--- src/hw/rtl/sfbp_pkg.sv ---
// Shared types, codes and sizes of the segmented FIFO block pool.
package sfbp_pkg;

    // Pool capacity; link memory depth and block index width follow from it.
    localparam int NUM_BLOCKS = 1024;
    localparam int ADDR_W     = $clog2(NUM_BLOCKS);
    localparam int CNT_W      = 11;
    localparam int SIZE_W     = 16;
    localparam int CTR_W      = 32;

    // Largest usable block count.
    localparam logic [CNT_W-1:0] MAX_CNT   = CNT_W'((NUM_BLOCKS < 1024) ? NUM_BLOCKS : 1024);
    localparam logic [CNT_W-1:0] AVAIL_MAX = 11'd2047;

    // Segmenting thresholds.
    localparam logic [CNT_W-1:0] BIG_COUNT_MIN = 11'd50;
    localparam logic [26:0]      BIG_BYTES_MIN = 27'd20480;
    // ceil(1024 / 5): x / 5 == (x * RECIP5) >> 10 whenever 5 divides x <= 1024
    localparam logic [7:0]       RECIP5        = 8'd205;

    // Command codes
    localparam logic CMD_ALLOC = 1'b0;
    localparam logic CMD_FREE  = 1'b1;

    // Config register indexes
    localparam int             CFG_ADDR_W      = 1;
    localparam logic [CFG_ADDR_W-1:0] REG_BLOCK_SIZE  = 1'b0;
    localparam logic [CFG_ADDR_W-1:0] REG_BLOCK_COUNT = 1'b1;

    typedef enum logic [1:0] {
        ST_OK        = 2'd0,
        ST_TOO_BIG   = 2'd1,
        ST_EMPTY     = 2'd2,
        ST_NOT_OWNED = 2'd3
    } t_status;

    // One link memory entry: valid flag plus next block index.
    typedef struct packed {
        logic              ok;
        logic [ADDR_W-1:0] idx;
    } t_link;

    // Link memory access from the controller.
    typedef struct packed {
        logic              we;
        logic [ADDR_W-1:0] waddr;
        t_link             wdata;
        logic [ADDR_W-1:0] raddr;
    } t_ram_req;

    // Pool geometry derived from the config registers.
    typedef struct packed {
        logic [SIZE_W-1:0] bsize;
        logic [CNT_W-1:0]  cnt;
        logic [CNT_W-1:0]  seg;
    } t_geom;

    // One result word.
    typedef struct packed {
        t_status           status;
        logic [ADDR_W-1:0] granted;
        logic [CNT_W-1:0]  free_count;
        logic [CNT_W-1:0]  low_wm;
        logic [CTR_W-1:0]  total;
        logic [CTR_W-1:0]  failed;
    } t_result;

endpackage

--- src/hw/rtl/sfbp_geom.sv ---
// Config registers and the three-stage pipeline that derives segment size.
module sfbp_geom (
    input  logic                               i_clk,
    input  logic                               i_rst_n,
    input  logic                               i_cfg_we,
    input  logic [sfbp_pkg::CFG_ADDR_W-1:0]    i_cfg_addr,
    input  logic [sfbp_pkg::SIZE_W-1:0]        i_cfg_wdata,
    output sfbp_pkg::t_geom                    o_geom
);

    logic [sfbp_pkg::SIZE_W-1:0] r_bsize;
    logic [sfbp_pkg::CNT_W-1:0]  r_bcount;

    // stage 1: clamped count
    logic [sfbp_pkg::CNT_W-1:0]  r_cnt1;
    // stage 2: bytes product and count / 5 candidate
    logic [26:0]                 r_prod;
    logic [sfbp_pkg::CNT_W-1:0]  r_q5;
    logic [sfbp_pkg::CNT_W-1:0]  r_cnt2;
    // stage 3: result
    logic [sfbp_pkg::CNT_W-1:0]  r_cnt3;
    logic [sfbp_pkg::CNT_W-1:0]  r_seg;

    logic [sfbp_pkg::CNT_W-1:0]  n_cnt1;
    logic [18:0]                 q5_prod;
    logic [12:0]                 q5_back;
    logic                        big;
    logic [sfbp_pkg::CNT_W-1:0]  n_seg;

    always_ff @(posedge i_clk) begin
        if (!i_rst_n) begin
            r_bsize  <= 16'd64;
            r_bcount <= 11'd1024;
        end else if (i_cfg_we) begin
            if (i_cfg_addr == sfbp_pkg::REG_BLOCK_SIZE) begin
                r_bsize <= i_cfg_wdata;
            end else begin
                r_bcount <= i_cfg_wdata[sfbp_pkg::CNT_W-1:0];
            end
        end
    end

    always_comb begin
        if (r_bcount == '0) begin
            n_cnt1 = 11'd1;
        end else if (r_bcount > sfbp_pkg::MAX_CNT) begin
            n_cnt1 = sfbp_pkg::MAX_CNT;
        end else begin
            n_cnt1 = r_bcount;
        end
    end

    assign q5_prod = 19'(r_cnt1) * 19'(sfbp_pkg::RECIP5);

    // q5 * 5 by shift and add; equal to the count only if 5 divides it
    assign q5_back = {r_q5, 2'b00} + 13'(r_q5);
    assign big     = (r_cnt2 >= sfbp_pkg::BIG_COUNT_MIN) && (r_prod >= sfbp_pkg::BIG_BYTES_MIN);

    always_comb begin
        if (big && (q5_back == 13'(r_cnt2))) begin
            n_seg = r_q5;
        end else if (big && (r_cnt2[1:0] == 2'b00)) begin
            n_seg = r_cnt2 >> 2;
        end else begin
            n_seg = r_cnt2;
        end
    end

    always_ff @(posedge i_clk) begin
        r_cnt1 <= n_cnt1;
        r_prod <= 27'(r_cnt1) * 27'(r_bsize);
        r_q5   <= 11'(q5_prod[18:10]);
        r_cnt2 <= r_cnt1;
        r_cnt3 <= r_cnt2;
        r_seg  <= n_seg;
    end

    assign o_geom.bsize = r_bsize;
    assign o_geom.cnt   = r_cnt3;
    assign o_geom.seg   = r_seg;

endmodule

--- config.mk ---
export PLATFORM = sky130hd
export DESIGN_NAME = sfbp_geom
export DESIGN_NICKNAME = d
export VERILOG_FILES = /design/src/hw/rtl/sfbp_pkg.sv /design/src/hw/rtl/sfbp_geom.sv
export SDC_FILE = /design/constraint.sdc
export NUM_CORES = 1
export LEC_CHECK = 0
export ABC_AREA = 1
export BUFFER_PORTS_ARGS = -buffer_cell sky130_fd_sc_hd__buf_2
export CAP_MARGIN = 20
export CELL_PAD_IN_SITES_DETAIL_PLACEMENT = 0
export CELL_PAD_IN_SITES_GLOBAL_PLACEMENT = 1
export CORE_MARGIN = 2
export CORE_UTILIZATION = 45
export CTS_CLUSTER_DIAMETER = 200
export CTS_CLUSTER_SIZE = 28
export DETAILED_ROUTE_END_ITERATION = 10
export PLACE_DENSITY = 0.79
export RECOVER_POWER = 100
export SYNTH_ARGS = -nofsm -noshare
export SYNTH_HDL_FRONTEND = slang
export SYNTH_SLANG_ARGS = --single-unit
--- constraint.sdc ---
create_clock -name i_clk -period 6.5 [get_ports i_clk]
set_input_delay 0.65 -clock i_clk [delete_from_list [all_inputs] [get_ports i_clk]]
set_output_delay 0.65 -clock i_clk [all_outputs]
set_load 0.01 [all_outputs]
==> flow_metrics.py <==
metrics = {
    "outcome": {
        "status": "finished, final reports clean",
    },
    "yosys": {
        "syn_area_per_cell_sq_um": 7.54,
        "synth.yosys.seq_area_share": 0.172,
        "synth_cell_type_count": 36,
        "synth_area_sq_mm": 0.0110,
        "ys_ff_latch": 95,
        "syn_inst": 1465,
        "synth_top_cell_by_area": "fa_1",
        "syn-num-nets": 1754,
        "ys_warn_count": 0,
        "yosys.area.top_type_share": 0.265,
        "synth_area_leaders": "fa_1, dfxtp_1, ha_1, inv_1, nand2_1",
    },
    "global_route": {
        "grt_usage": 0.218,
        "antenna_found_initial": 0,
        "grt_pass1_wl_mm": 44.9,
        "grt_max_degree": 28,
        "grt_pass1_vias": 9363,
        "grt-ovfl-total": 0,
    },
    "cts": {
        "ctsResizeCount": 0,
        "root_buffer": "clkbuf_16",
        "hold_buffers": 0,
        "clkSlewWorstSetupHoldPaths_ps": 80,
        "cts_tree": "done",
        "clk_latency_ps": 370,
        "cts.sinks": 95,
        "cts_inserted_buffers": 9,
        "cts_setup_buffers": 0,
        "h-tree-depth": 3,
        "clockBufferDepth": 2,
    },
    "place": {
        "place.port_buffers": 57,
        "gp_congestion": 0.850,
        "dp_hpwl_mm": 20.9,
        "dp_slack_ps": 1210,
    },
    "power_and_ir_drop": {
        "powerDensity_mw_per_mm2": 174,
        "ir_drop_mv": 0.111,
        "p_leak_uw": 0.00681,
    },
    "floorplanning": {
        "rows": 57,
        "die_h_um": 161,
        "fp.dieW_um": 161,
        "start_util": 0.457,
        "die-area_sq_mm": 0.0258,
        "core-area_sq_mm": 0.0242,
        "io_pins": 58,
    },
    "hold_path": {
        "whs_endpoint": "r_cnt3[0]",
        "hold_start": "r_cnt2[0]",
        "hp-class": "register to register",
        "whs_path_depth": 0,
    },
    "timing": {
        "worst_slack_ps": 855,
        "tightest_slew_ps": 1330,
        "period_share": 0.868,
        "fin_crit_ps": 5640,
        "tns_ps": 0,
        "max_freq_mhz": 177,
        "slew_headroom": 0.116,
        "fin_skew_ps": 12.5,
        "slew_viol_final": 0,
        "setup_viol": 0,
        "final_hold_viol_count": 0,
        "rsz0062_at_grt": "false",
    },
    "detailed_routing": {
        "drt-initial-drc-count": 423,
        "vias": 8904,
        "drt_pass1_iterations": 5,
        "avgRoutedWirePerCell_um": 14.3,
        "wl_mm": 26.1,
        "antenna_left": 0,
        "avgViaCountPerCell": 4.89,
        "drc": 0,
    },
    "worst_setup_path": {
        "reg2reg_depth": 18,
        "cp.required_ps": 6750,
        "crit_type": "register to register",
        "path_cells": "clkbuf_1, nand2_1, fa_1, inv_1, fa_1, fa_1, fa_1, inv_1, fa_1, inv_1, ha_1, a21oi_1, inv_1, a21oi_1, inv_1, o21ai_0, nand3_1, xor2_1",
        "crit_path_end_kind": "register",
        "cp.arrival_ps": 5890,
        "reg2reg_slack_ps": 860,
        "critPathLaunchType": "register",
        "path_max_fanout": 20,
        "reg2reg_to": "r_prod[22]",
        "worst_path_max_delay_cell": "clkbuf_1",
        "critPathMaxStageDelay_ps": 960,
        "crit-reg2reg-launch": "r_cnt1[6]",
    },
    "finish": {
        "seq_area_sq_mm": 0.00190,
        "antennaDiodeCount": 0,
        "fillers": 2471,
        "drive_above_1_share": 0.0348,
        "multi_input_area_sq_mm": 0.00759,
        "area_delta_synth_final_pct": 6.82,
        "fin_nets": 1779,
        "final_util": 0.488,
    },
    "run": {
        "drv_cap": 0,
    },
}
-- how the worst max path moves through the flow --
stage / to / from / cells after the start
global route: r_prod[25] / r_cnt1[6] / 18
floorplan: r_prod[24] / r_cnt1[4] / 22
detailed placement: r_prod[26] / r_cnt1[4] / 16
finish: r_prod[22] / r_cnt1[6] / 18
global placement: r_prod[19] / r_cnt1[10] / 18
CTS: r_prod[26] / r_cnt1[4] / 16
-- power breakdown --
part	total (uW)	internal (uW)	switching (uW)
registers	732	640	92.2
clock network	560	277	283
logic	762	277	485
-- Yosys cell counts --
cell,n
nor3_1,2
nor2_2,3
a21boi_1,1
buf_6,1
fa_1,146
or2_1,2
xnor2_1,8
inv_4,1
o21a_1,5
buf_2,2
a21boi_0,2
nand4_1,19
nand3_1,40
nor2_1,113
dfxtp_1,95
a31oi_1,2
nand4_4,2
xor2_1,18
o21ai_0,49
a211oi_1,1
ha_1,123
nor4_1,1
inv_2,2
nand2_4,1
inv_1,355
nand3_2,1
nand2_1,353
o21ai_1,2
a21o_1,6
nand2_2,7
nor2_4,1
o211ai_1,2
o21ai_2,3
o21bai_1,2
a21oi_1,51
clkbuf_1,43
-- cell type report --
type / instances / area share
Multi-Input combinational cell: 966 / 0.644
Sequential cell: 95 / 0.161
Inverter: 358 / 0.114
Tap cell: 324 / 0.0344
Timing Repair Buffer: 60 / 0.0209
Clock buffer: 9 / 0.0191
Clock inverter: 7 / 0.00689
-- cells in the final DEF, fill, tap and decap left out, drive strengths merged, types with 2 or more instances in the layout --
| master | netlist | routed |
|---|---|---|
| fa | 146 | 146 |
| ha | 123 | 123 |
| a21oi | 51 | 51 |
| clkbuf | 43 | 52 |
| xnor2 | 8 | 8 |
| nor2 | 117 | 117 |
| xor2 | 18 | 18 |
| o21ai | 54 | 54 |
| o21bai | 2 | 2 |
| nand2 | 361 | 361 |
| buf | 3 | 17 |
| o211ai | 2 | 2 |
| or2 | 2 | 2 |
| nand4 | 21 | 21 |
| nor3 | 2 | 2 |
| a31oi | 2 | 2 |
| nand3 | 41 | 41 |
| a21boi | 3 | 3 |
| o21a | 5 | 5 |
| inv | 358 | 362 |
| dfxtp | 95 | 95 |
| clkinv | 0 | 3 |
| a21o | 6 | 6 |
-- metal layers --
layer | track usage | vias to the layer above | share of wire
met4 | 0.0667 | 0 | 0.025
met5 | 0 | - | 0
met1 | 0.262 | 4276 | 0.43
met2 | 0.405 | 165 | 0.51
li1 | - | 4415 | -
met3 | 0.0253 | 48 | 0.031
-- worst max-delay path, delay by kind of cell, from the launching register on --
family	cells	cell delay (ps)
xor+xnor	1	160
fa+ha+maj	6	2980
simple gates	2	320
flops	1	310
buf+inv	6	1250
compound gates	3	510
-- state kept, by name, indices dropped and copies added, names as in the netlist --
name and count:
r_cnt1 11, r_cnt3 11, r_q5 9, r_prod 15, r_seg 11, r_bsize 16
r_bcount 11, r_cnt2 11
-- logic make-up after synthesis --
group                    count (synthesis)  synth area share
adder cells (fa/ha/maj)                269             0.404
buffers and inverters                  404             0.138
XOR/XNOR                                26            0.0206
AND/OR/NAND/NOR                        545             0.202
AO/OA/AOI/OAI                          126            0.0626
flip-flops                              95             0.172
-- metrics by stage --
| stage | hold WS, ps | cell area (sq um) | total power (uW) | instances |
|---|---|---|---|---|
| global route | 399 | 11800 | 2230 | 1819 |
| CTS | 389 | 11900 | 2100 | 1819 |
| detailed placement | 378 | 11600 | 1530 | 1803 |
| floorplan | 351 | 11000 | 1320 | 1465 |
| finish | 384 | 11800 | 2050 | 1819 |
| global placement | 382 | 11600 | 1520 | 1803 |
(Power assumes the default switching activity.)
