<file path="src/hw/rtl/sfbp_pkg.sv">
// Shared types, codes and sizes of the segmented FIFO block pool.
package sfbp_pkg;

    // Pool capacity; link memory depth and block index width follow from it.
    localparam int NUM_BLOCKS = 1024;
    localparam int ADDR_W     = $clog2(NUM_BLOCKS);
    localparam int CNT_W      = 11;
    localparam int SIZE_W     = 16;
    localparam int CTR_W      = 32;

    // Largest usable block count.
    localparam logic [CNT_W-1:0] MAX_CNT   = CNT_W'((NUM_BLOCKS < 1024) ? NUM_BLOCKS : 1024);
    localparam logic [CNT_W-1:0] AVAIL_MAX = 11'd2047;

    // Segmenting thresholds.
    localparam logic [CNT_W-1:0] BIG_COUNT_MIN = 11'd50;
    localparam logic [26:0]      BIG_BYTES_MIN = 27'd20480;
    // ceil(1024 / 5): x / 5 == (x * RECIP5) >> 10 whenever 5 divides x <= 1024
    localparam logic [7:0]       RECIP5        = 8'd205;

    // Command codes
    localparam logic CMD_ALLOC = 1'b0;
    localparam logic CMD_FREE  = 1'b1;

    // Config register indexes
    localparam int             CFG_ADDR_W      = 1;
    localparam logic [CFG_ADDR_W-1:0] REG_BLOCK_SIZE  = 1'b0;
    localparam logic [CFG_ADDR_W-1:0] REG_BLOCK_COUNT = 1'b1;

    typedef enum logic [1:0] {
        ST_OK        = 2'd0,
        ST_TOO_BIG   = 2'd1,
        ST_EMPTY     = 2'd2,
        ST_NOT_OWNED = 2'd3
    } t_status;

    // One link memory entry: valid flag plus next block index.
    typedef struct packed {
        logic              ok;
        logic [ADDR_W-1:0] idx;
    } t_link;

    // Link memory access from the controller.
    typedef struct packed {
        logic              we;
        logic [ADDR_W-1:0] waddr;
        t_link             wdata;
        logic [ADDR_W-1:0] raddr;
    } t_ram_req;

    // Pool geometry derived from the config registers.
    typedef struct packed {
        logic [SIZE_W-1:0] bsize;
        logic [CNT_W-1:0]  cnt;
        logic [CNT_W-1:0]  seg;
    } t_geom;

    // One result word.
    typedef struct packed {
        t_status           status;
        logic [ADDR_W-1:0] granted;
        logic [CNT_W-1:0]  free_count;
        logic [CNT_W-1:0]  low_wm;
        logic [CTR_W-1:0]  total;
        logic [CTR_W-1:0]  failed;
    } t_result;

endpackage

</file>
<file path="src/hw/rtl/sfbp_ctrl.sv">
// Free-list sequencer: allocate, free, segment activation and statistics.
module sfbp_ctrl (
    input  logic                          i_clk,
    input  logic                          i_rst_n,
    input  logic                          i_cfg_we,
    input  sfbp_pkg::t_geom               i_geom,
    input  logic                          i_s_tvalid,
    output logic                          o_s_tready,
    input  logic                          i_cmd,
    input  logic [sfbp_pkg::SIZE_W-1:0]   i_req_size,
    input  logic [sfbp_pkg::ADDR_W-1:0]   i_block_index,
    input  logic                          i_out_free,
    output logic                          o_pend,
    output sfbp_pkg::t_result             o_result,
    output sfbp_pkg::t_ram_req            o_ram,
    input  sfbp_pkg::t_link               i_rdata
);

    typedef enum logic [2:0] {
        S_CALC,
        S_IDLE,
        S_READ,
        S_FREE,
        S_WALK
    } t_state;

    localparam int AW = sfbp_pkg::ADDR_W;
    localparam int CW = sfbp_pkg::CNT_W;

    t_state                     r_state, n_state;
    logic [1:0]                 r_wait, n_wait;
    logic                       r_pend, n_pend;
    logic [AW-1:0]              r_head, n_head;
    logic                       r_head_ok, n_head_ok;
    logic [AW-1:0]              r_tail, n_tail;
    logic                       r_tail_ok, n_tail_ok;
    logic [CW-1:0]              r_lim, n_lim;
    logic [CW-1:0]              r_base, n_base;
    logic [CW-1:0]              r_wi, n_wi;
    logic [CW-1:0]              r_avail, n_avail;
    logic [CW-1:0]              r_lowest, n_lowest;
    logic [sfbp_pkg::CTR_W-1:0] r_total, n_total;
    logic [sfbp_pkg::CTR_W-1:0] r_failed, n_failed;
    sfbp_pkg::t_status          r_status, n_status;
    logic [AW-1:0]              r_gnt, n_gnt;
    logic [AW-1:0]              r_fidx, n_fidx;

    logic                       accept;
    logic [CW-1:0]              walk_blk;
    logic                       walk_last;
    logic [CW-1:0]              dec_avail;

    assign o_s_tready = (r_state == S_IDLE) && (!r_pend || i_out_free);
    assign accept     = i_s_tvalid && o_s_tready;
    assign walk_blk   = r_base + r_wi;
    assign walk_last  = (r_wi + 11'd1) == i_geom.seg;
    assign dec_avail  = (r_avail != '0) ? r_avail - 11'd1 : '0;

    always_comb begin
        n_state   = r_state;
        n_wait    = r_wait;
        n_pend    = r_pend && !i_out_free;
        n_head    = r_head;
        n_head_ok = r_head_ok;
        n_tail    = r_tail;
        n_tail_ok = r_tail_ok;
        n_lim     = r_lim;
        n_base    = r_base;
        n_wi      = r_wi;
        n_avail   = r_avail;
        n_lowest  = r_lowest;
        n_total   = r_total;
        n_failed  = r_failed;
        n_status  = r_status;
        n_gnt     = r_gnt;
        n_fidx    = r_fidx;

        o_ram.we    = 1'b0;
        o_ram.waddr = r_head;
        o_ram.wdata = '0;
        o_ram.raddr = r_head;

        unique case (r_state)
            S_CALC: begin
                // wait out the geometry pipeline, then build segment 0
                n_wait = r_wait + 2'd1;
                if (r_wait == 2'd3) begin
                    n_avail  = i_geom.cnt;
                    n_lowest = i_geom.cnt;
                    n_total  = '0;
                    n_failed = '0;
                    n_lim    = '0;
                    n_base   = '0;
                    n_wi     = '0;
                    n_state  = S_WALK;
                end
            end
            S_IDLE: begin
                if (accept) begin
                    n_gnt = '0;
                    if (i_cmd == sfbp_pkg::CMD_ALLOC) begin
                        if (i_req_size > i_geom.bsize) begin
                            n_status = sfbp_pkg::ST_TOO_BIG;
                            n_failed = r_failed + 32'd1;
                            n_pend   = 1'b1;
                        end else if (!r_head_ok) begin
                            n_status = sfbp_pkg::ST_EMPTY;
                            n_failed = r_failed + 32'd1;
                            n_pend   = 1'b1;
                        end else begin
                            // link of the head block comes back next cycle
                            n_gnt   = r_head;
                            n_state = S_READ;
                        end
                    end else begin
                        if (CW'(i_block_index) >= r_lim) begin
                            n_status = sfbp_pkg::ST_NOT_OWNED;
                            n_pend   = 1'b1;
                        end else begin
                            // freed block becomes the new end of list
                            o_ram.we    = 1'b1;
                            o_ram.waddr = i_block_index;
                            n_fidx      = i_block_index;
                            n_state     = S_FREE;
                        end
                    end
                end
            end
            S_READ: begin
                n_head    = i_rdata.idx;
                n_head_ok = i_rdata.ok;
                n_status  = sfbp_pkg::ST_OK;
                n_pend    = 1'b1;
                n_avail   = dec_avail;
                n_lowest  = (dec_avail < r_lowest) ? dec_avail : r_lowest;
                n_total   = r_total + 32'd1;
                n_state   = S_IDLE;
                if (!i_rdata.ok) begin
                    if (r_lim < i_geom.cnt) begin
                        n_base  = r_lim;
                        n_wi    = '0;
                        n_state = S_WALK;
                    end else begin
                        n_tail_ok = 1'b0;
                    end
                end
            end
            S_FREE: begin
                if (r_tail_ok) begin
                    o_ram.we        = 1'b1;
                    o_ram.waddr     = r_tail;
                    o_ram.wdata.ok  = 1'b1;
                    o_ram.wdata.idx = r_fidx;
                end
                n_tail    = r_fidx;
                n_tail_ok = 1'b1;
                if (!r_head_ok) begin
                    n_head    = r_fidx;
                    n_head_ok = 1'b1;
                end
                if (r_avail < sfbp_pkg::AVAIL_MAX) begin
                    n_avail = r_avail + 11'd1;
                end
                n_status = sfbp_pkg::ST_OK;
                n_pend   = 1'b1;
                n_state  = S_IDLE;
            end
            S_WALK: begin
                // chain base .. base+seg-1, last entry null
                o_ram.we        = 1'b1;
                o_ram.waddr     = walk_blk[AW-1:0];
                o_ram.wdata.ok  = !walk_last;
                o_ram.wdata.idx = walk_last ? '0 : AW'(walk_blk + 11'd1);
                if (walk_last) begin
                    n_head    = r_base[AW-1:0];
                    n_head_ok = 1'b1;
                    n_tail    = walk_blk[AW-1:0];
                    n_tail_ok = 1'b1;
                    n_lim     = r_base + i_geom.seg;
                    n_state   = S_IDLE;
                end else begin
                    n_wi = r_wi + 11'd1;
                end
            end
            default: begin
                n_state = S_CALC;
            end
        endcase

        if (i_cfg_we) begin
            n_state = S_CALC;
            n_wait  = '0;
            n_pend  = 1'b0;
        end
    end

    always_ff @(posedge i_clk) begin
        if (!i_rst_n) begin
            r_state   <= S_CALC;
            r_wait    <= '0;
            r_pend    <= 1'b0;
            r_head_ok <= 1'b0;
            r_tail_ok <= 1'b0;
        end else begin
            r_state   <= n_state;
            r_wait    <= n_wait;
            r_pend    <= n_pend;
            r_head_ok <= n_head_ok;
            r_tail_ok <= n_tail_ok;
        end
        r_head   <= n_head;
        r_tail   <= n_tail;
        r_lim    <= n_lim;
        r_base   <= n_base;
        r_wi     <= n_wi;
        r_avail  <= n_avail;
        r_lowest <= n_lowest;
        r_total  <= n_total;
        r_failed <= n_failed;
        r_status <= n_status;
        r_gnt    <= n_gnt;
        r_fidx   <= n_fidx;
    end

    assign o_pend              = r_pend;
    assign o_result.status     = r_status;
    assign o_result.granted    = r_gnt;
    assign o_result.free_count = r_avail;
    assign o_result.low_wm     = r_lowest;
    assign o_result.total      = r_total;
    assign o_result.failed     = r_failed;

endmodule

</file>
<file path="config.mk">
export PLATFORM = sky130hd
export DESIGN_NAME = sfbp_ctrl
export DESIGN_NICKNAME = d
export VERILOG_FILES = /design/src/hw/rtl/sfbp_pkg.sv /design/src/hw/rtl/sfbp_ctrl.sv
export SDC_FILE = /design/constraint.sdc
export NUM_CORES = 1
export LEC_CHECK = 0
export BUFFER_PORTS_ARGS = -buffer_cell sky130_fd_sc_hd__clkbuf_2
export CORE_ASPECT_RATIO = 1.1
export CORE_UTILIZATION = 35
export CTS_BUF_LIST = sky130_fd_sc_hd__clkbuf_16
export CTS_CLUSTER_SIZE = 40
export DETAILED_ROUTE_END_ITERATION = 7
export PLACE_DENSITY_LB_ADDON = 0.08
export SLEW_MARGIN = 30
export SYNTH_ARGS = -nofsm -noshare
export SYNTH_HDL_FRONTEND = slang
export SYNTH_SLANG_ARGS = --single-unit
</file>
<file path="constraint.sdc">
create_clock -name i_clk -period 7.9 [get_ports i_clk]
set_input_delay 0.79 -clock i_clk [delete_from_list [all_inputs] [get_ports i_clk]]
set_output_delay 0.79 -clock i_clk [all_outputs]
set_load 0.02 [all_outputs]
</file>
==> flow_summary.ini <==
[sta]
final.min_clock_period_ns = 4.71
min_period_over_period_pct = 59.6
max_freq_mhz = 212
worst_slack_ns = 3.19
finalSetupViolations = 0
slew-limit-headroom_pct = 37.1
setup_tns_ns = 0
worst_pin_slew_ns = 0.940
rsz0062_at_grt = no
fin_skew_ns = 0.0101
finalHoldViolCount = 0
drv_slew = 0

[global_routing]
grt_max_degree = 52
antenna_found_initial = 0
first_global_vias = 8839
track_usage_pct = 20.7
grt_pass1_wl_um = 50600
overflow = 0

[worst_setup_path]
end_kind = primary output
rrSetupSlack_ns = 3.88
critPathLaunch = r_state[0]
rr_endpoint = r_lowest[9]
critPathKind = register to primary output
reg2reg_from = r_avail[0]
crit_fanout = 33
reg2regPathDepth = 14
critPathCapture = o_ram[22]
critPathLaunchType = register
cp.arrival_ns = 3.92
crit_required_ns = 7.11

[placement]
dp_hpwl_um = 25100
numPortBuffers = 212
gp_congestion = 0.864
dpl_cell_area_um2 = 12600
pre_cts_slack_ns = 3.56

[floorplan]
pin_count = 213
die_w_um = 171
core_area_um2 = 30800
rows = 67
die-area_um2 = 32300
start_util_pct = 35.9
fp.dieH_um = 188

[clocking]
clk_pin_slew_worst_paths_ns = 0.07
cts.sinks = 169
post_cts.repair.setup_buffers = 0
cts_tree = done
clock-root-buffer = clkbuf_16
numCtsBuffers = 17
htreeDepth = 4
insertion_delay_ns = 0.44
postCtsHoldBufs = 0
clockBufferDepth = 2
ctsResizeCount = 0

[final_layout]
final_util_pct = 42.7
final_cell_mix = clkbuf_2 (212), edfxtp_1 (161), nor2_1 (133)
final_area_um2 = 13100
fill_cells = 3064
area_growth_pct = 18.9
antenna_cells = 0
final_common_cell = clkbuf_2
drive_gt1_share_pct = 20.3
nNetsFinal = 1495

[min_path]
hp-class = register to register

[detailed_routing]
num_vias = 9168
first_pass_iters = 7
viasPerCell = 5.19
detail-route-antenna-nets = 0
drc = 0
wl_per_cell_um = 18.7
wl_um = 33000
drtIter0Drc = 613

[yosys]
syn_area_um2 = 11100
synth_edf_count = 161
synth_seq_cells = 169
async_flop_share_pct = 0
synth_nets = 1295
yosysSeqAreaShare_pct = 45.2
synth_area_per_cell_um2 = 9.69
syn_inst = 1140
ys_warn_count = 0
ys.flop_type = edfxtp_1
yosysUniqueCellTypes = 71

[pwr]
p_leak_nw = 5.47
powerDensity_nw_per_um2 = 151
vdd.ir_drop.worst_v = 0.000103

[run]
drv_cap = 0

[outcome]
status = finished clean
report_power, final:
part / switching (W) / internal, W / leakage (nW) / total (W)
clock: 0.000402 / 0.000475 / 0.290 / 0.000877
combinational: 0.0000689 / 0.0000536 / 3.66 / 0.000123
sequential: 0.00000569 / 0.000975 / 1.52 / 0.000981
cells in the mapped netlist (5+ instances only):
| library cell | instances | share of area [%] |
|---|---|---|
| o21ai_0 | 48 | 2.2 |
| nor2_1 | 133 | 4.5 |
| nand2b_1 | 8 | 0.45 |
| a2bb2oi_1 | 5 | 0.40 |
| or2_2 | 7 | 0.40 |
| xor2_1 | 61 | 4.8 |
| xnor2_1 | 36 | 2.9 |
| ha_1 | 72 | 8.2 |
| or4_1 | 6 | 0.41 |
| a22oi_1 | 10 | 0.68 |
| o31ai_1 | 9 | 0.61 |
| nor2b_1 | 17 | 0.96 |
| nand3_1 | 43 | 1.9 |
| o211ai_1 | 10 | 0.68 |
| mux2_2 | 7 | 0.71 |
| inv_1 | 76 | 2.6 |
| edfxtp_1 | 161 | 44 |
| a22o_1 | 9 | 0.71 |
| o22ai_1 | 7 | 0.40 |
| mux2i_1 | 14 | 1.3 |
| nor3_1 | 23 | 1.0 |
| and2_1 | 9 | 0.51 |
| clkbuf_1 | 35 | 1.2 |
| a21oi_1 | 47 | 2.1 |
| nand2_1 | 113 | 3.8 |
| dfxtp_1 | 8 | 1.4 |
| or3_1 | 11 | 0.62 |
| and3_1 | 27 | 1.5 |
| a21o_1 | 20 | 1.4 |
| nand4_1 | 24 | 1.4 |
| a211oi_1 | 10 | 0.68 |
sequential cells by signal, summed over array words and instances (netlist names), 3 cells and up:
signal / flops
r_fidx: 10
r_tail: 10
r_failed: 32
r_avail: 11
r_base: 11
r_lowest: 11
r_gnt: 10
r_head: 10
r_wi: 11
r_total: 32
r_lim: 11
r_state: 3
cell type report:
class / instances / area [um2] / area share [%]
Multi-Input combinational cell: 851 / 5600 / 42.6
Sequential cell: 169 / 4990 / 38.0
Timing Repair Buffer: 224 / 1150 / 8.76
Tap cell: 414 / 518 / 3.94
Clock buffer: 17 / 425 / 3.24
Inverter: 77 / 289 / 2.20
Clock inverter: 14 / 163 / 1.24
cells by family after synthesis:
| kind of cell | share of synthesized area [%] |
|---|---|
| compound gates | 13.0 |
| flops | 45.2 |
| simple gates | 19.3 |
| buf+inv | 4.19 |
| xor+xnor | 7.89 |
| fa+ha+maj | 8.51 |
| mux | 1.98 |
worst max-delay path, cell delays in order, from the launching register on:
cell	delay, ns
dfxtp_1	0.31
buf_4	0.32
nand2b_1	0.32
or2_2	0.64
nor2_1	0.25
nand2_1	0.16
a211o_1	0.46
inv_2	0.37
mux2i_1	0.13
o221ai_1	0.28
clkbuf_2	0.24
metal layers:
| metal | share of wire (%) | GRT usage [%] | up-vias | wire, um |
|---|---|---|---|---|
| li1 | - | - | 4523 | - |
| met5 | 0 | 0 | - | 0 |
| met1 | 45 | 26.8 | 4382 | 14900 |
| met3 | 4.3 | 3.47 | 44 | 1420 |
| met4 | 2.2 | 6.66 | 0 | 721 |
| met2 | 48 | 34.6 | 219 | 16000 |
per-stage QoR:
stage / total power, W / cells / hold WS [ns]
after global routing: 0.00205 / 1766 / 0.549
after detailed placement: 0.00112 / 1735 / 0.501
after global placement: 0.00112 / 1735 / 0.483
after floorplan: 0.00107 / 1140 / 0.465
final: 0.00198 / 1766 / 0.515
after CTS: 0.00200 / 1766 / 0.516
worst min-delay path by stage:
stage,depth (start not counted),slack [ns],startpoint,end
finish,2,0.52,r_wait[1],r_wait[1]
global route,2,0.55,r_wait[1],r_wait[1]
CTS,2,0.52,r_wait[1],r_wait[1]
detailed placement,2,0.50,r_wait[1],r_wait[1]
global placement,2,0.48,r_wait[1],r_wait[1]
floorplan,2,0.46,r_wait[1],r_wait[1]
Power figures use the tool's default switching activity.
